## src/design/segc_pkg.sv

```systemverilog
package segc_pkg;

   localparam int MAX_SEGMENTS_DEF = 32;

   // command field codes
   localparam logic [1:0] CMD_LOAD  = 2'd0;
   localparam logic [1:0] CMD_START = 2'd1;
   localparam logic [1:0] CMD_READ  = 2'd2;

   // classified operations in the work queue
   localparam logic [1:0] OP_NOP   = 2'd0;
   localparam logic [1:0] OP_LOAD  = 2'd1;
   localparam logic [1:0] OP_START = 2'd2;
   localparam logic [1:0] OP_READ  = 2'd3;

   // result status codes
   localparam logic [2:0] ST_OK        = 3'd0;
   localparam logic [2:0] ST_HEADER    = 3'd1;
   localparam logic [2:0] ST_OVERFLOW  = 3'd2;
   localparam logic [2:0] ST_TRAILING  = 3'd3;
   localparam logic [2:0] ST_TRUNCATED = 3'd4;

   // register indexes
   localparam logic REG_SEG_COUNT  = 1'b0;
   localparam logic REG_SUM_TARGET = 1'b1;

   localparam int CSR_DATA_W = 16;

   // a segment may end exactly at the top of its bank
   localparam logic [16:0] SEG_LIMIT = 17'h10000;

   typedef struct packed {
      logic [1:0]  command;
      logic [4:0]  entry_index;
      logic [7:0]  seg_bank;
      logic [15:0] seg_address;
      logic [15:0] seg_length;
      logic [15:0] request_bytes;
   } segc_req_type;

   typedef struct packed {
      logic [2:0]  status;
      logic        copy_valid;
      logic [7:0]  copy_bank;
      logic [15:0] copy_address;
      logic [15:0] copy_length;
      logic [15:0] dest_offset;
      logic        last;
   } segc_rsp_type;

   typedef struct packed {
      logic [1:0]  op;
      logic [4:0]  entry_index;
      logic [7:0]  seg_bank;
      logic [15:0] seg_address;
      logic [15:0] seg_length;
      logic [15:0] request_bytes;
   } segc_op_type;

   typedef struct packed {
      logic [7:0]  bank;
      logic [15:0] address;
      logic [15:0] length;
   } segc_seg_type;

endpackage

```

## src/design/segc_req_if.sv

```systemverilog
interface segc_req_if;
   logic                    valid;
   logic                    ready;
   segc_pkg::segc_req_type  payload;

   modport source (output valid, output payload, input ready);
   modport sink   (input valid, input payload, output ready);
endinterface

```

## src/design/segc_rsp_if.sv

```systemverilog
interface segc_rsp_if;
   logic                    valid;
   logic                    ready;
   segc_pkg::segc_rsp_type  payload;

   modport source (output valid, output payload, input ready);
   modport sink   (input valid, input payload, output ready);
endinterface

```

## src/design/segc_ram.sv

```systemverilog
module segc_ram #(
   parameter int WIDTH = 40,
   parameter int DEPTH = 32
) (
   input  logic                                    clock,
   input  logic                                    we,
   input  logic [((DEPTH > 1) ? $clog2(DEPTH) : 1)-1:0] waddr,
   input  logic [WIDTH-1:0]                        wdata,
   input  logic [((DEPTH > 1) ? $clog2(DEPTH) : 1)-1:0] raddr,
   output logic [WIDTH-1:0]                        rdata
);
   logic [WIDTH-1:0] mem [DEPTH];
   logic [WIDTH-1:0] rdata_ff;

   always_ff @(posedge clock) begin
      if (we) begin
         mem[waddr] <= wdata;
      end
      rdata_ff <= mem[raddr];
   end

   assign rdata = rdata_ff;
endmodule

```

## src/design/segc_front.sv

```systemverilog
module segc_front #(
   parameter int MAX_SEGMENTS = segc_pkg::MAX_SEGMENTS_DEF
) (
   input  logic                 clock,
   input  logic                 reset,
   segc_req_if.sink             req_ch,
   output logic                 q_valid,
   output segc_pkg::segc_op_type q_head,
   input  logic                 q_pop
);
   localparam logic [1:0] DEPTH = 2'd2;

   segc_pkg::segc_op_type slots_ff [2];
   logic [1:0]            count_ff, count_in;
   logic                  wr_ptr_ff, wr_ptr_in;
   logic                  rd_ptr_ff, rd_ptr_in;
   logic                  accept;
   segc_pkg::segc_op_type classified;

   assign req_ch.ready = (count_ff != DEPTH);
   assign accept       = req_ch.valid && req_ch.ready;

   // sort the beat into an operation; out-of-range loads and unknown commands become no-ops
   always_comb begin
      classified.entry_index   = req_ch.payload.entry_index;
      classified.seg_bank      = req_ch.payload.seg_bank;
      classified.seg_address   = req_ch.payload.seg_address;
      classified.seg_length    = req_ch.payload.seg_length;
      classified.request_bytes = req_ch.payload.request_bytes;
      case (req_ch.payload.command)
         segc_pkg::CMD_LOAD: begin
            if (32'(req_ch.payload.entry_index) < MAX_SEGMENTS) begin
               classified.op = segc_pkg::OP_LOAD;
            end else begin
               classified.op = segc_pkg::OP_NOP;
            end
         end
         segc_pkg::CMD_START: classified.op = segc_pkg::OP_START;
         segc_pkg::CMD_READ:  classified.op = segc_pkg::OP_READ;
         default:             classified.op = segc_pkg::OP_NOP;
      endcase
   end

   assign q_valid = (count_ff != 2'd0);
   assign q_head  = slots_ff[rd_ptr_ff];

   always_comb begin
      count_in  = count_ff + {1'b0, accept} - {1'b0, q_pop};
      wr_ptr_in = wr_ptr_ff ^ accept;
      rd_ptr_in = rd_ptr_ff ^ q_pop;
   end

   always_ff @(posedge clock) begin
      if (reset) begin
         count_ff  <= 2'd0;
         wr_ptr_ff <= 1'b0;
         rd_ptr_ff <= 1'b0;
      end else begin
         count_ff  <= count_in;
         wr_ptr_ff <= wr_ptr_in;
         rd_ptr_ff <= rd_ptr_in;
      end
   end

   always_ff @(posedge clock) begin
      if (accept) begin
         slots_ff[wr_ptr_ff] <= classified;
      end
   end
endmodule

```

## src/design/segc_back.sv

```systemverilog
module segc_back #(
   parameter int MAX_SEGMENTS = segc_pkg::MAX_SEGMENTS_DEF
) (
   input  logic                  clock,
   input  logic                  reset,
   input  logic                  q_valid,
   input  segc_pkg::segc_op_type q_head,
   output logic                  q_pop,
   input  logic [5:0]            seg_count,
   input  logic [15:0]           sum_target,
   segc_rsp_if.source            rsp_ch
);
   localparam int AW    = (MAX_SEGMENTS > 1) ? $clog2(MAX_SEGMENTS) : 1;
   localparam int CUR_W = $clog2(MAX_SEGMENTS + 1);
   localparam int SUM_W = 16 + CUR_W;
   localparam logic [6:0] MAX_V = 7'(MAX_SEGMENTS);

   localparam logic [2:0] S_IDLE      = 3'd0;
   localparam logic [2:0] S_START_RD  = 3'd1;
   localparam logic [2:0] S_START_CHK = 3'd2;
   localparam logic [2:0] S_READ_CHK  = 3'd3;
   localparam logic [2:0] S_READ_STEP = 3'd4;
   localparam logic [2:0] S_FINISH    = 3'd5;

   typedef struct packed {
      logic [7:0]  bank;
      logic [15:0] address;
      logic [15:0] length;
      logic [15:0] dest;
   } segc_chunk_type;

   logic [2:0]             state_ff, state_in;
   logic                   started_ff, started_in;
   logic [CUR_W-1:0]       active_ff, active_in;
   logic [CUR_W-1:0]       cursor_idx_ff, cursor_idx_in;
   logic [15:0]            cursor_off_ff, cursor_off_in;
   logic [15:0]            remain_ff, remain_in;
   logic [CUR_W-1:0]       start_i_ff, start_i_in;
   logic [SUM_W-1:0]       sum_ff, sum_in;
   logic [15:0]            req_left_ff, req_left_in;
   logic [15:0]            done_ff, done_in;
   logic                   pend_valid_ff, pend_valid_in;
   segc_chunk_type         pend_ff, pend_in;
   logic [2:0]             fin_status_ff, fin_status_in;
   logic                   rsp_valid_ff, rsp_valid_in;
   segc_pkg::segc_rsp_type rsp_data_ff, rsp_data_in;

   logic                   ram_we;
   logic [AW-1:0]          ram_waddr, ram_raddr;
   logic [39:0]            ram_rdata;
   segc_pkg::segc_seg_type seg;
   segc_pkg::segc_seg_type wr_seg;

   logic                   out_free;
   logic [16:0]            seg_end;
   logic [CUR_W-1:0]       start_next;
   logic [15:0]            avail, chunk, new_off;

   assign wr_seg.bank    = q_head.seg_bank;
   assign wr_seg.address = q_head.seg_address;
   assign wr_seg.length  = q_head.seg_length;
   assign ram_waddr      = AW'(q_head.entry_index);
   assign ram_raddr      = (state_ff == S_START_RD || state_ff == S_START_CHK)
                           ? start_i_ff[AW-1:0] : cursor_idx_ff[AW-1:0];

   segc_ram #(
      .WIDTH (40),
      .DEPTH (MAX_SEGMENTS)
   ) u_table (
      .clock (clock),
      .we    (ram_we),
      .waddr (ram_waddr),
      .wdata (wr_seg),
      .raddr (ram_raddr),
      .rdata (ram_rdata)
   );

   assign seg        = segc_pkg::segc_seg_type'(ram_rdata);
   assign out_free   = !rsp_valid_ff || rsp_ch.ready;
   assign seg_end    = {1'b0, seg.address} + {1'b0, seg.length};
   assign start_next = start_i_ff + CUR_W'(1);
   assign avail      = seg.length - cursor_off_ff;
   assign chunk      = (req_left_ff < avail) ? req_left_ff : avail;
   assign new_off    = cursor_off_ff + chunk;

   always_comb begin
      state_in      = state_ff;
      started_in    = started_ff;
      active_in     = active_ff;
      cursor_idx_in = cursor_idx_ff;
      cursor_off_in = cursor_off_ff;
      remain_in     = remain_ff;
      start_i_in    = start_i_ff;
      sum_in        = sum_ff;
      req_left_in   = req_left_ff;
      done_in       = done_ff;
      pend_valid_in = pend_valid_ff;
      pend_in       = pend_ff;
      fin_status_in = fin_status_ff;
      rsp_valid_in  = rsp_valid_ff && !rsp_ch.ready;
      rsp_data_in   = rsp_data_ff;
      q_pop         = 1'b0;
      ram_we        = 1'b0;

      case (state_ff)
         S_IDLE: begin
            if (q_valid) begin
               q_pop    = 1'b1;
               state_in = S_FINISH;
               fin_status_in = segc_pkg::ST_OK;
               case (q_head.op)
                  segc_pkg::OP_LOAD: begin
                     ram_we = 1'b1;
                  end
                  segc_pkg::OP_START: begin
                     if (seg_count == 6'd0 || sum_target == 16'd0 ||
                         {1'b0, seg_count} > MAX_V) begin
                        fin_status_in = segc_pkg::ST_HEADER;
                     end else begin
                        start_i_in = '0;
                        sum_in     = '0;
                        state_in   = S_START_RD;
                     end
                  end
                  segc_pkg::OP_READ: begin
                     if (!started_ff) begin
                        fin_status_in = segc_pkg::ST_HEADER;
                     end else if (q_head.request_bytes > remain_ff) begin
                        fin_status_in = segc_pkg::ST_OVERFLOW;
                     end else begin
                        req_left_in = q_head.request_bytes;
                        done_in     = 16'd0;
                        state_in    = S_READ_CHK;
                     end
                  end
                  default: begin
                  end
               endcase
            end
         end
         S_START_RD: begin
            state_in = S_START_CHK;
         end
         S_START_CHK: begin
            state_in = S_FINISH;
            if (seg.length == 16'd0 || seg_end > segc_pkg::SEG_LIMIT) begin
               fin_status_in = segc_pkg::ST_OVERFLOW;
            end else begin
               sum_in = sum_ff + SUM_W'(seg.length);
               if (start_next == CUR_W'(seg_count)) begin
                  if (sum_in != SUM_W'(sum_target)) begin
                     fin_status_in = segc_pkg::ST_TRAILING;
                  end else begin
                     fin_status_in = segc_pkg::ST_OK;
                     active_in     = CUR_W'(seg_count);
                     cursor_idx_in = '0;
                     cursor_off_in = 16'd0;
                     remain_in     = sum_target;
                     started_in    = 1'b1;
                  end
               end else begin
                  start_i_in = start_next;
                  state_in   = S_START_RD;
               end
            end
         end
         S_READ_CHK: begin
            if (req_left_ff == 16'd0) begin
               fin_status_in = segc_pkg::ST_OK;
               state_in      = S_FINISH;
            end else if (cursor_idx_ff >= active_ff) begin
               fin_status_in = segc_pkg::ST_TRUNCATED;
               state_in      = S_FINISH;
            end else begin
               state_in = S_READ_STEP;
            end
         end
         S_READ_STEP: begin
            // the held chunk goes out only once we know it is not the last
            if (!(chunk != 16'd0 && pend_valid_ff && !out_free)) begin
               if (chunk != 16'd0) begin
                  if (pend_valid_ff) begin
                     rsp_valid_in             = 1'b1;
                     rsp_data_in.status       = segc_pkg::ST_OK;
                     rsp_data_in.copy_valid   = 1'b1;
                     rsp_data_in.copy_bank    = pend_ff.bank;
                     rsp_data_in.copy_address = pend_ff.address;
                     rsp_data_in.copy_length  = pend_ff.length;
                     rsp_data_in.dest_offset  = pend_ff.dest;
                     rsp_data_in.last         = 1'b0;
                  end
                  pend_valid_in   = 1'b1;
                  pend_in.bank    = seg.bank;
                  pend_in.address = seg.address + cursor_off_ff;
                  pend_in.length  = chunk;
                  pend_in.dest    = done_ff;
               end
               done_in     = done_ff + chunk;
               req_left_in = req_left_ff - chunk;
               remain_in   = remain_ff - chunk;
               if (new_off == seg.length) begin
                  cursor_idx_in = cursor_idx_ff + CUR_W'(1);
                  cursor_off_in = 16'd0;
               end else begin
                  cursor_off_in = new_off;
               end
               state_in = S_READ_CHK;
            end
         end
         S_FINISH: begin
            if (out_free) begin
               rsp_valid_in       = 1'b1;
               rsp_data_in.status = fin_status_ff;
               rsp_data_in.last   = 1'b1;
               if (pend_valid_ff) begin
                  rsp_data_in.copy_valid   = 1'b1;
                  rsp_data_in.copy_bank    = pend_ff.bank;
                  rsp_data_in.copy_address = pend_ff.address;
                  rsp_data_in.copy_length  = pend_ff.length;
                  rsp_data_in.dest_offset  = pend_ff.dest;
               end else begin
                  rsp_data_in.copy_valid   = 1'b0;
                  rsp_data_in.copy_bank    = 8'd0;
                  rsp_data_in.copy_address = 16'd0;
                  rsp_data_in.copy_length  = 16'd0;
                  rsp_data_in.dest_offset  = 16'd0;
               end
               pend_valid_in = 1'b0;
               state_in      = S_IDLE;
            end
         end
         default: begin
            state_in = S_IDLE;
         end
      endcase
   end

   always_ff @(posedge clock) begin
      if (reset) begin
         state_ff      <= S_IDLE;
         started_ff    <= 1'b0;
         active_ff     <= '0;
         cursor_idx_ff <= '0;
         cursor_off_ff <= 16'd0;
         remain_ff     <= 16'd0;
         pend_valid_ff <= 1'b0;
         rsp_valid_ff  <= 1'b0;
      end else begin
         state_ff      <= state_in;
         started_ff    <= started_in;
         active_ff     <= active_in;
         cursor_idx_ff <= cursor_idx_in;
         cursor_off_ff <= cursor_off_in;
         remain_ff     <= remain_in;
         pend_valid_ff <= pend_valid_in;
         rsp_valid_ff  <= rsp_valid_in;
      end
   end

   always_ff @(posedge clock) begin
      start_i_ff    <= start_i_in;
      sum_ff        <= sum_in;
      req_left_ff   <= req_left_in;
      done_ff       <= done_in;
      pend_ff       <= pend_in;
      fin_status_ff <= fin_status_in;
      rsp_data_ff   <= rsp_data_in;
   end

   assign rsp_ch.valid   = rsp_valid_ff;
   assign rsp_ch.payload = rsp_data_ff;

   // no chunk may be left behind once an item is closed out
   a_no_pend_in_idle: assert property (@(posedge clock) disable iff (reset)
      state_ff == S_IDLE |-> !pend_valid_ff)
      else $error("held chunk left over after item end");

   // only the final beat of an item may carry a status or lack a copy
   a_mid_beat_is_copy: assert property (@(posedge clock) disable iff (reset)
      rsp_valid_ff && !rsp_data_ff.last |->
         rsp_data_ff.copy_valid && rsp_data_ff.status == segc_pkg::ST_OK)
      else $error("non-final beat without copy or with status");

   a_cursor_in_range: assert property (@(posedge clock) disable iff (reset)
      started_ff |-> cursor_idx_ff <= active_ff)
      else $error("cursor past active segment count");

   a_read_needs_start: assert property (@(posedge clock) disable iff (reset)
      state_ff == S_READ_STEP |-> started_ff)
      else $error("read walk without a successful start");
endmodule

```

## src/design/segment_gather_cursor.sv

```systemverilog
// Channel   | Direction | Handshake       | Beat contents
// ----------+-----------+-----------------+----------------------------------------
// req_ch    | in        | valid/ready     | command, entry, segment, request bytes
// rsp_ch    | out       | valid/ready     | status, copy command, dest offset, last
// csr_*     | in        | write enable    | seg count (0), byte total (1)
//
// Starts and reads walk the table one segment at a time, waiting on the table RAM's
// registered read port at each segment visited.
// Items run one at a time; the 2-entry queue keeps intake open meanwhile.
// Reset: synchronous, active high; clears cursor, start flag, config and queue, not table.
// Stalls: rsp ready low holds the executor only once it has another beat to hand over.
module segment_gather_cursor #(
   parameter int MAX_SEGMENTS = segc_pkg::MAX_SEGMENTS_DEF
) (
   input  logic                             clock,
   input  logic                             reset,
   segc_req_if.sink                         req_ch,
   segc_rsp_if.source                       rsp_ch,
   input  logic                             csr_we,
   input  logic                             csr_index,
   input  logic [segc_pkg::CSR_DATA_W-1:0]  csr_wdata
);
   // configuration registers; the user must write them only while the block is idle, the block does not enforce it
   logic [5:0]  seg_count_ff, seg_count_in;
   logic [15:0] total_ff, total_in;

   // classified operation crossing from intake to executor
   logic                  q_valid;
   logic                  q_pop;
   segc_pkg::segc_op_type q_head;

   always_comb begin
      seg_count_in = seg_count_ff;
      total_in     = total_ff;
      if (csr_we) begin
         case (csr_index)
            segc_pkg::REG_SEG_COUNT:  seg_count_in = csr_wdata[5:0];
            segc_pkg::REG_SUM_TARGET: total_in     = csr_wdata[15:0];
            default: begin
            end
         endcase
      end
   end

   always_ff @(posedge clock) begin
      if (reset) begin
         seg_count_ff <= 6'd0;
         total_ff     <= 16'd0;
      end else begin
         seg_count_ff <= seg_count_in;
         total_ff     <= total_in;
      end
   end

   // intake: accepts beats, classifies, queues
   segc_front #(
      .MAX_SEGMENTS (MAX_SEGMENTS)
   ) u_front (
      .clock   (clock),
      .reset   (reset),
      .req_ch  (req_ch),
      .q_valid (q_valid),
      .q_head  (q_head),
      .q_pop   (q_pop)
   );

   // executor: table, cursor walk, result beats
   segc_back #(
      .MAX_SEGMENTS (MAX_SEGMENTS)
   ) u_back (
      .clock      (clock),
      .reset      (reset),
      .q_valid    (q_valid),
      .q_head     (q_head),
      .q_pop      (q_pop),
      .seg_count  (seg_count_ff),
      .sum_target (total_ff),
      .rsp_ch     (rsp_ch)
   );
endmodule

```

## src/flat_wrapper.sv

```systemverilog
// flat-port wrapper written by rule: the top's interface ports become plain ports
module segment_gather_cursor_flat 
#(
   parameter int MAX_SEGMENTS = segc_pkg::MAX_SEGMENTS_DEF
)
  (clock, reset, csr_we, csr_index, csr_wdata, req_ch_valid, req_ch_payload, req_ch_ready, rsp_ch_valid, rsp_ch_payload, rsp_ch_ready);
  segc_req_if req_ch_i ();
  segc_rsp_if rsp_ch_i ();
  input  logic clock;
  input  logic reset;
  input  logic csr_we;
  input  logic csr_index;
  input  logic [segc_pkg::CSR_DATA_W-1:0] csr_wdata;
  input wire logic [$bits(req_ch_i.valid)-1:0] req_ch_valid;
  input wire logic [$bits(req_ch_i.payload)-1:0] req_ch_payload;
  output wire logic [$bits(req_ch_i.ready)-1:0] req_ch_ready;
  output wire logic [$bits(rsp_ch_i.valid)-1:0] rsp_ch_valid;
  output wire logic [$bits(rsp_ch_i.payload)-1:0] rsp_ch_payload;
  input wire logic [$bits(rsp_ch_i.ready)-1:0] rsp_ch_ready;
  assign req_ch_i.valid = req_ch_valid;
  assign req_ch_i.payload = req_ch_payload;
  assign req_ch_ready = req_ch_i.ready;
  assign rsp_ch_valid = rsp_ch_i.valid;
  assign rsp_ch_payload = rsp_ch_i.payload;
  assign rsp_ch_i.ready = rsp_ch_ready;
  segment_gather_cursor #(.MAX_SEGMENTS(MAX_SEGMENTS)) u_core (.clock(clock), .reset(reset), .req_ch(req_ch_i), .rsp_ch(rsp_ch_i), .csr_we(csr_we), .csr_index(csr_index), .csr_wdata(csr_wdata));
endmodule
```

## config.mk

```make
export PLATFORM = sky130hd
export DESIGN_NAME = segment_gather_cursor_flat
export DESIGN_NICKNAME = d
export VERILOG_FILES = /design/src/design/segc_pkg.sv /design/src/design/segc_req_if.sv /design/src/design/segc_rsp_if.sv /design/src/design/segc_ram.sv /design/src/design/segc_front.sv /design/src/design/segc_back.sv /design/src/design/segment_gather_cursor.sv /design/src/flat_wrapper.sv
export SDC_FILE = /design/constraint.sdc
export NUM_CORES = 2
export LEC_CHECK = 0
export ABC_AREA = 1
export BUFFER_PORTS_ARGS = -buffer_cell sky130_fd_sc_hd__buf_2
export CAP_MARGIN = 10
export CORE_ASPECT_RATIO = 0.8
export CORE_MARGIN = 10
export CORE_UTILIZATION = 60
export DETAILED_ROUTE_END_ITERATION = 6
export GPL_ROUTABILITY_DRIVEN = 1
export PLACE_DENSITY = 0.76
export SLEW_MARGIN = 20
export SYNTH_ARGS = -nofsm -noshare
export SYNTH_HDL_FRONTEND = slang
export SYNTH_SLANG_ARGS = --single-unit
```

## constraint.sdc

```tcl
create_clock -name clock -period 11.4 [get_ports clock]
set_input_delay 2.85 -clock clock [delete_from_list [all_inputs] [get_ports clock]]
set_output_delay 2.85 -clock clock [all_outputs]
set_load 0.1 [all_outputs]
```

Yosys cells after proc, flatten, opt, wreduce, memory -nomap -nowiden:

Memory sizes are Yosys's and may differ from the RTL's. A register that Yosys moved wholly into a read port is not among the register bits.
Cells that the tools add are included.

* add/subtract/negate cells: 12
* multiplexer cells: 91
* divide/modulo/power cells: 0
* $lt $le $gt $ge: 5
* shift-type cells: 0
* equal/unequal tests: 31
* multiply operators: 0
* bitwise logic cells: 6
* reductions and logical operators: 38

Operators with widths (number)
* $mux W16: 20
* $mux W61: 4
* $pmux W16 S2: 4
* $pmux W61 S2: 1
* $mux W22: 4
* $mux W6: 10
* $mux W57: 1
* $add A16 B16 Y16: 3
* $logic_not A16 Y1: 3
* $sub A16 B16 Y16: 3
* $pmux W22 S2: 1
* $mux W3: 13
* $ne A2 B2 Y1 const B: 12
* $pmux W6 S2: 2
* $add A22 B16 Y22: 1
* $ne A22 B16 Y1: 1
* $mux W1: 20
* $pmux W3 S6: 1
* $reduce_and A6 Y1: 3
* $add A16 B16 Y17: 1
* $gt A17 B17 Y1 const B: 1
* $eq A16 B16 Y1: 1
* $gt A16 B16 Y1: 1
* $lt A16 B16 Y1: 1
* other kinds (36): 71

* output and inout port bits: 63
* bits in read-only memories: 0
* logic and storage cells: 214
* bits in writable memories: 1406
* input port bits: 85
* bits in registers: 256
* latch bits: 0
* memories kept: 2

Memory list
* u_core.u_back.u_table.mem: depth 32, width 40, rd ports 1, clocked after Yosys merged registers in 1, wr ports 1, line segc_ram.sv:12 `logic [WIDTH-1:0] mem [DEPTH];`
* u_core.u_front.slots_ff: depth 2, width 63, rd ports 1, clocked after Yosys merged registers in 1, wr ports 1, line segc_front.sv:13 `segc_pkg::segc_op_type slots_ff [2];`

Depth between registers and ports, before layout:

* word-level depth: 8
* mapped depth: 45
* mapped depth without buffers: 42

Hierarchy:

From an unflattened synthesis, not the netlist that was laid out.

* cell total of the unflattened synthesis: 7119
* area total of the unflattened synthesis: 75950.3 um^2

By module, submodules not included
* segc_ram: sequential area each 39237.6 um^2, instances 1, area an instance 52402.8 um^2, cells each 4407
* segc_back: sequential area each 6406.1 um^2, instances 1, area an instance 17595.6 um^2, cells each 2368
* segc_front: sequential area each 3863.7 um^2, instances 1, area an instance 5102.4 um^2, cells each 232
* segment_gather_cursor: sequential area each 440.4 um^2, instances 1, area an instance 849.6 um^2, cells each 112

Least setup slack after synthesis:

No wires, ideal clock.

* path type: reg2reg
* from: register u_core.u_back.cursor_off_ff[1]
* to: register u_core.u_back.rsp_data_ff, in the netlist u_core.u_back.rsp_ch.payload[0], enable pin
* arrival time: 6.451 ns
* data required time: 10.900 ns
* setup time: 0.500 ns
* slack: 4.449 ns
* period minus slack after synthesis: 6.951 ns
* stages on the path, launching flop included: 30
* path buffers: 3
* cell sequence: dfxtp_1 inv_1 fa_1 nand2_1 nand2_1 nand3b_1 nand2_1 nand2_1 nand2_1 nand2_1 nand2_1 ha_1 nand2_1 inv_2 nand3_2 inv_2 a21oi_4 nand2_4 buf_6 nand2_2 nand2_2 nor2_1 nand2_1 nor2_2 nand2_1 nand4_4 buf_6 buf_4 nand2_1 a21oi_1

* word-level cells in the longest chain between the ends: 8
* elaborated cells on any way between the ends: 9
* those cells by class: 1 x add/sub; 1 x order compare; 2 x eq/ne; 1 x mux; 4 x reduce/logical

RTL lines
* from (decl): line segc_back.sv:36 `logic [15:0] cursor_off_ff, cursor_off_in;`
* from (signal assigned): line segc_back.sv:253 `cursor_off_ff <= cursor_off_in;`
* $sub A16 B16 Y16 *: line segc_back.sv:82 `assign avail = seg.length - cursor_off_ff;`
* $lt A16 B16 Y1: line segc_back.sv:83 `assign chunk = (req_left_ff < avail) ? req_left_ff : avail;`
* $mux W16 *: line segc_back.sv:83
* named net u_core.u_back.chunk[1]: line segc_back.sv:57 `logic [15:0] avail, chunk, new_off;`
* $reduce_bool A16 Y1 *: line segc_back.sv:180, segc_back.sv:181
* $logic_and A1 B1 Y1 (2 in a row): line segc_back.sv:180 `if (!(chunk != 16'd0 && pend_valid_ff && !out_free)) begin`
* $ne A2 B2 Y1 (no line)
* $reduce_and A5 Y1 (no line) *
* to (signal assigned): line segc_back.sv:267 `rsp_data_ff <= rsp_data_in;`
* to (decl): line segc_back.sv:46 `segc_pkg::segc_rsp_type rsp_data_ff, rsp_data_in;`

Mark *: on every way through the listed nets, which the timed path passes. The rest lies on a longest branch.
A chain may end at the register's enable or synchronous reset.

Final worst setup path:

* from: register u_core.u_back.cursor_off_ff[9]
* to: register u_core.u_back.cursor_idx_ff[2]

* word-level cells in the longest chain between the ends: 8
* elaborated cells on any way between the ends: 11
* those cells by class: 2 x add/sub; 1 x order compare; 3 x eq/ne; 1 x mux; 4 x reduce/logical

RTL lines
* $sub A16 B16 Y16 *: line segc_back.sv:82
* $lt A16 B16 Y1 *: line segc_back.sv:83
* $mux W16 *: line segc_back.sv:83
* named net u_core.u_back.chunk[2]: line segc_back.sv:57
* parallel branches: the longest is 4 deep, another holds $add A16 B16 Y16
* $reduce_and A6 Y1 (no line) *
* to (signal assigned): line segc_back.sv:252 `cursor_idx_ff <= cursor_idx_in;`
* to (decl): line segc_back.sv:35 `logic [CUR_W-1:0] cursor_idx_ff, cursor_idx_in;`

Mark *: on every way through the listed nets, which the timed path passes.

==> results.cfg <==
[outcome]
status = complete, no violations

[sta]
skew_ns = 0.0259
slew_violations = 0
slew_headroom = 0.212
period_needed_ns = 6.45
hold_violations = 0
setup_viol = 0
min_period_over_period = 0.565
fin_tns_setup_ns = 0
fmax_mhz = 155
rsz0062_at_grt = no
tightest_slew_ns = 1.18

[layout]
syn_to_final_growth_pct = 10.4
drive_above_1_share = 0.0917
final_nets = 6620

[clock_tree]
clockBufferDepth = 3
post_cts_resized = 0
holdBufCountCts = 0
clk_latency_ns = 0.80
cts_tree = done
clkSinkCount = 1702
cts_buffers = 157
clockRootBuffer = clkbuf_16
clk_transition_reported_paths_ns = 0.06
cts_setup_buffers = 0
htree_num_levels = 4

[logic_synthesis]
avgSynthCellArea_sq_um = 11.7
synth.top_cell.area_share = 0.649
yosys-top-cells-count = 1586 x edfxtp_1, 970 x nor2_1, 788 x nand2_1, 756 x o21ai_0, 402 x inv_1
synth.area.top_cells = edfxtp_1 65%, o21ai_0 5.2%, nor2_1 5.0%
synth_edf_count = 1586
async_reset_ff_frac = 0
synthCells = 6286
synth.most_common_cell = edfxtp_1
yosys_register_bits = 1702
seq_area_frac_synth = 0.681
synth_top_area_cell = edfxtp_1
syn_area_sq_um = 73400
ys_types = 62
postSynthNetCount = 6548
synth_ff_type = edfxtp_1
ys.warnings.count = 0

[drt]
dr.pass1.iters = 6
ant_nets = 0
drc_errors = 0
dr_total_vias = 52296
totalWireLength_um = 217000
detail_route.vias_per_cell = 6.44
drt_iter0_markers = 8229
avgRoutedWirePerCell_um = 26.7

[global_routing]
grt_overflow_total = 0
grt_pass1_vias = 48275
grt_pass1_wl_um = 314000
grt_usage = 0.306
antenna_found_initial = 11
grt_max_degree = 216

[critical_path]
r2r_slack_ns = 4.95
slowest_delay_ns = 0.53
end_kind = flop
cpMostUsedCell = nand2_1
cp.required_ns = 12.13
critPathSlowestCell = ha_1
cp.arrival_ns = 7.18
worstReg2RegEnd = u_core.u_back.cursor_idx_ff[2]$_SDFFE_PP0P_
r2r_start = u_core.u_back.cursor_off_ff[9]$_SDFFE_PP0P_
critPathLaunchType = flop
r2r_cells = 38
path_class = reg -> reg
path_max_fanout = 19

[place]
hpwl_um = 123000
place_congestion = 0.946
portBuffers = 147

[floorplan]
die_height_um = 333
initial_core_util = 0.606
num_io_pins = 148
rows = 114
die-area_sq_um = 137000
coreArea_sq_um = 121000
fp.dieW_um = 411

[worst_hold_path]
min_path_type = reg -> reg
whs_path_depth = 0
hold_end = u_core.u_back.pend_ff[53]$_DFFE_PP_
worstHoldStart = u_core.u_back.u_table.rdata[37]$_DFF_P_

[run]
max_cap_viol_count = 0
==> final cells by class <==
type                    count  area, sq um
flip-flops and latches   1702        49900
fillers                  8584        40100
inverters                 422         1610
repair buffers            236         1490
multi-input cells        3839        20900
diodes                      4         10.0
well taps                1624         2030
clock inverters            78          761
clock buffers             212         4290
==> metal layers <==
metal	wire (um)	global-route usage
met1	88000	0.470
met4	7330	0.102
met5	38	0.00141
met3	30100	0.0640
met2	91100	0.433
==> stage by stage <==
stage	area, sq um	utilization	std cells	hold slack [ns]	worst slack, ns
after global routing	81000	0.669	8115	0.431	4.52
after CTS	81000	0.669	8113	0.437	5.16
after global placement	75900	0.627	7823	0.415	5.26
final	81000	0.669	8117	0.427	4.95
after detailed placement	75900	0.627	7823	0.424	5.20
after floorplan	73400	-	6286	0.386	4.45
==> flip-flops by register name, summed over array words and instances, names as in the netlist <==
signal and flops:
u_core.u_back.cursor_idx_ff 6, u_core.u_back.active_ff 6, u_core.u_front.wr_ptr_ff 1, u_core.u_back.fin_status_ff 3, u_core.u_back.sum_ff 22, u_core.u_back.u_table.rdata 40
u_core.u_back.cursor_off_ff 16, u_core.u_back.rsp_ch.payload 61, u_core.u_back.done_ff 16, u_core.total_ff 16, u_core.u_front.rd_ptr_ff 1, u_core.u_back.remain_ff 16
u_core.u_back.pend_valid_ff 1, u_core.u_back.u_table.mem 1280, u_core.u_back.started_ff 1, u_core.u_back.pend_ff 56, u_core.u_front.slots_ff 126, u_core.u_back.req_left_ff 16
u_core.u_front.count_ff 2, u_core.u_back.state_ff 3, u_core.u_back.start_i_ff 6, u_core.u_back.rsp_ch.valid 1, u_core.seg_count_ff 6
==> placed cells by master, fill, tap and decap left out, types with 11 or more instances in the layout <==
| cell type | instances |
|---|---|
| a21oi_1 | 170 |
| a31oi_1 | 79 |
| buf_2 | 147 |
| buf_4 | 82 |
| bufinv_16 | 11 |
| clkbuf_1 | 45 |
| clkbuf_16 | 162 |
| clkinv_1 | 31 |
| clkinv_2 | 21 |
| dfxtp_1 | 115 |
| edfxtp_1 | 1586 |
| ha_1 | 167 |
| inv_1 | 400 |
| inv_2 | 16 |
| nand2_1 | 778 |
| nand2_2 | 40 |
| nand3_1 | 242 |
| nand3b_1 | 13 |
| nand4_1 | 22 |
| nor2_1 | 934 |
| nor2_4 | 37 |
| nor3_1 | 15 |
| nor4_1 | 14 |
| o211ai_1 | 55 |
| o21ai_0 | 756 |
| o21ai_1 | 14 |
| o221ai_1 | 255 |
| o22ai_1 | 72 |
| xnor2_1 | 27 |
| xor2_1 | 47 |
==> logic make-up (layout without fill, tap and decap cells) <==
family,Yosys count,in the layout,share of synthesized area
DFF,1702,1702,0.681
AOI/OAI and AO/OA,1447,1447,0.118
and+or+nand+nor,2133,2133,0.119
muxes,3,3,0.000409
buffers and inverters,745,948,0.0402
other,0,4,0
adders and majority gates,177,177,0.0310
xor gates and xnor gates,79,79,0.0104
==> worst max path at each step <==
stage	from	to	slack [ns]	cells after the start
6_report	u_core.u_back.cursor_off_ff[9]$_SDFFE_PP0P_	u_core.u_back.cursor_idx_ff[2]$_SDFFE_PP0P_	4.95	38
5_1_grt	u_core.u_back.cursor_off_ff[1]$_SDFFE_PP0P_	u_core.u_back.cursor_idx_ff[0]$_SDFFE_PP0P_	4.52	38
4_1_cts	u_core.u_back.cursor_off_ff[9]$_SDFFE_PP0P_	u_core.u_back.cursor_idx_ff[2]$_SDFFE_PP0P_	5.16	38
3_5_place_dp	u_core.u_back.cursor_off_ff[9]$_SDFFE_PP0P_	u_core.u_back.cursor_idx_ff[2]$_SDFFE_PP0P_	5.20	38
3_3_place_gp	u_core.u_back.cursor_off_ff[9]$_SDFFE_PP0P_	u_core.u_back.cursor_idx_ff[0]$_SDFFE_PP0P_	5.26	38
2_1_floorplan	u_core.u_back.cursor_off_ff[1]$_SDFFE_PP0P_	u_core.u_back.rsp_ch.payload[0]$_DFFE_PP_	4.45	29
==> worst max-delay path, delay by kind of cell (launching register included) <==
kind / cells / cell delay, ns
flops: 1 / 0.44
fa+ha+maj: 3 / 1.24
buf+inv: 4 / 0.31
compound gates: 2 / 0.60
simple gates: 29 / 3.75
Power is not shown: default switching activity piles up to over one toggle a cycle in this logic, so the estimate is an artifact.
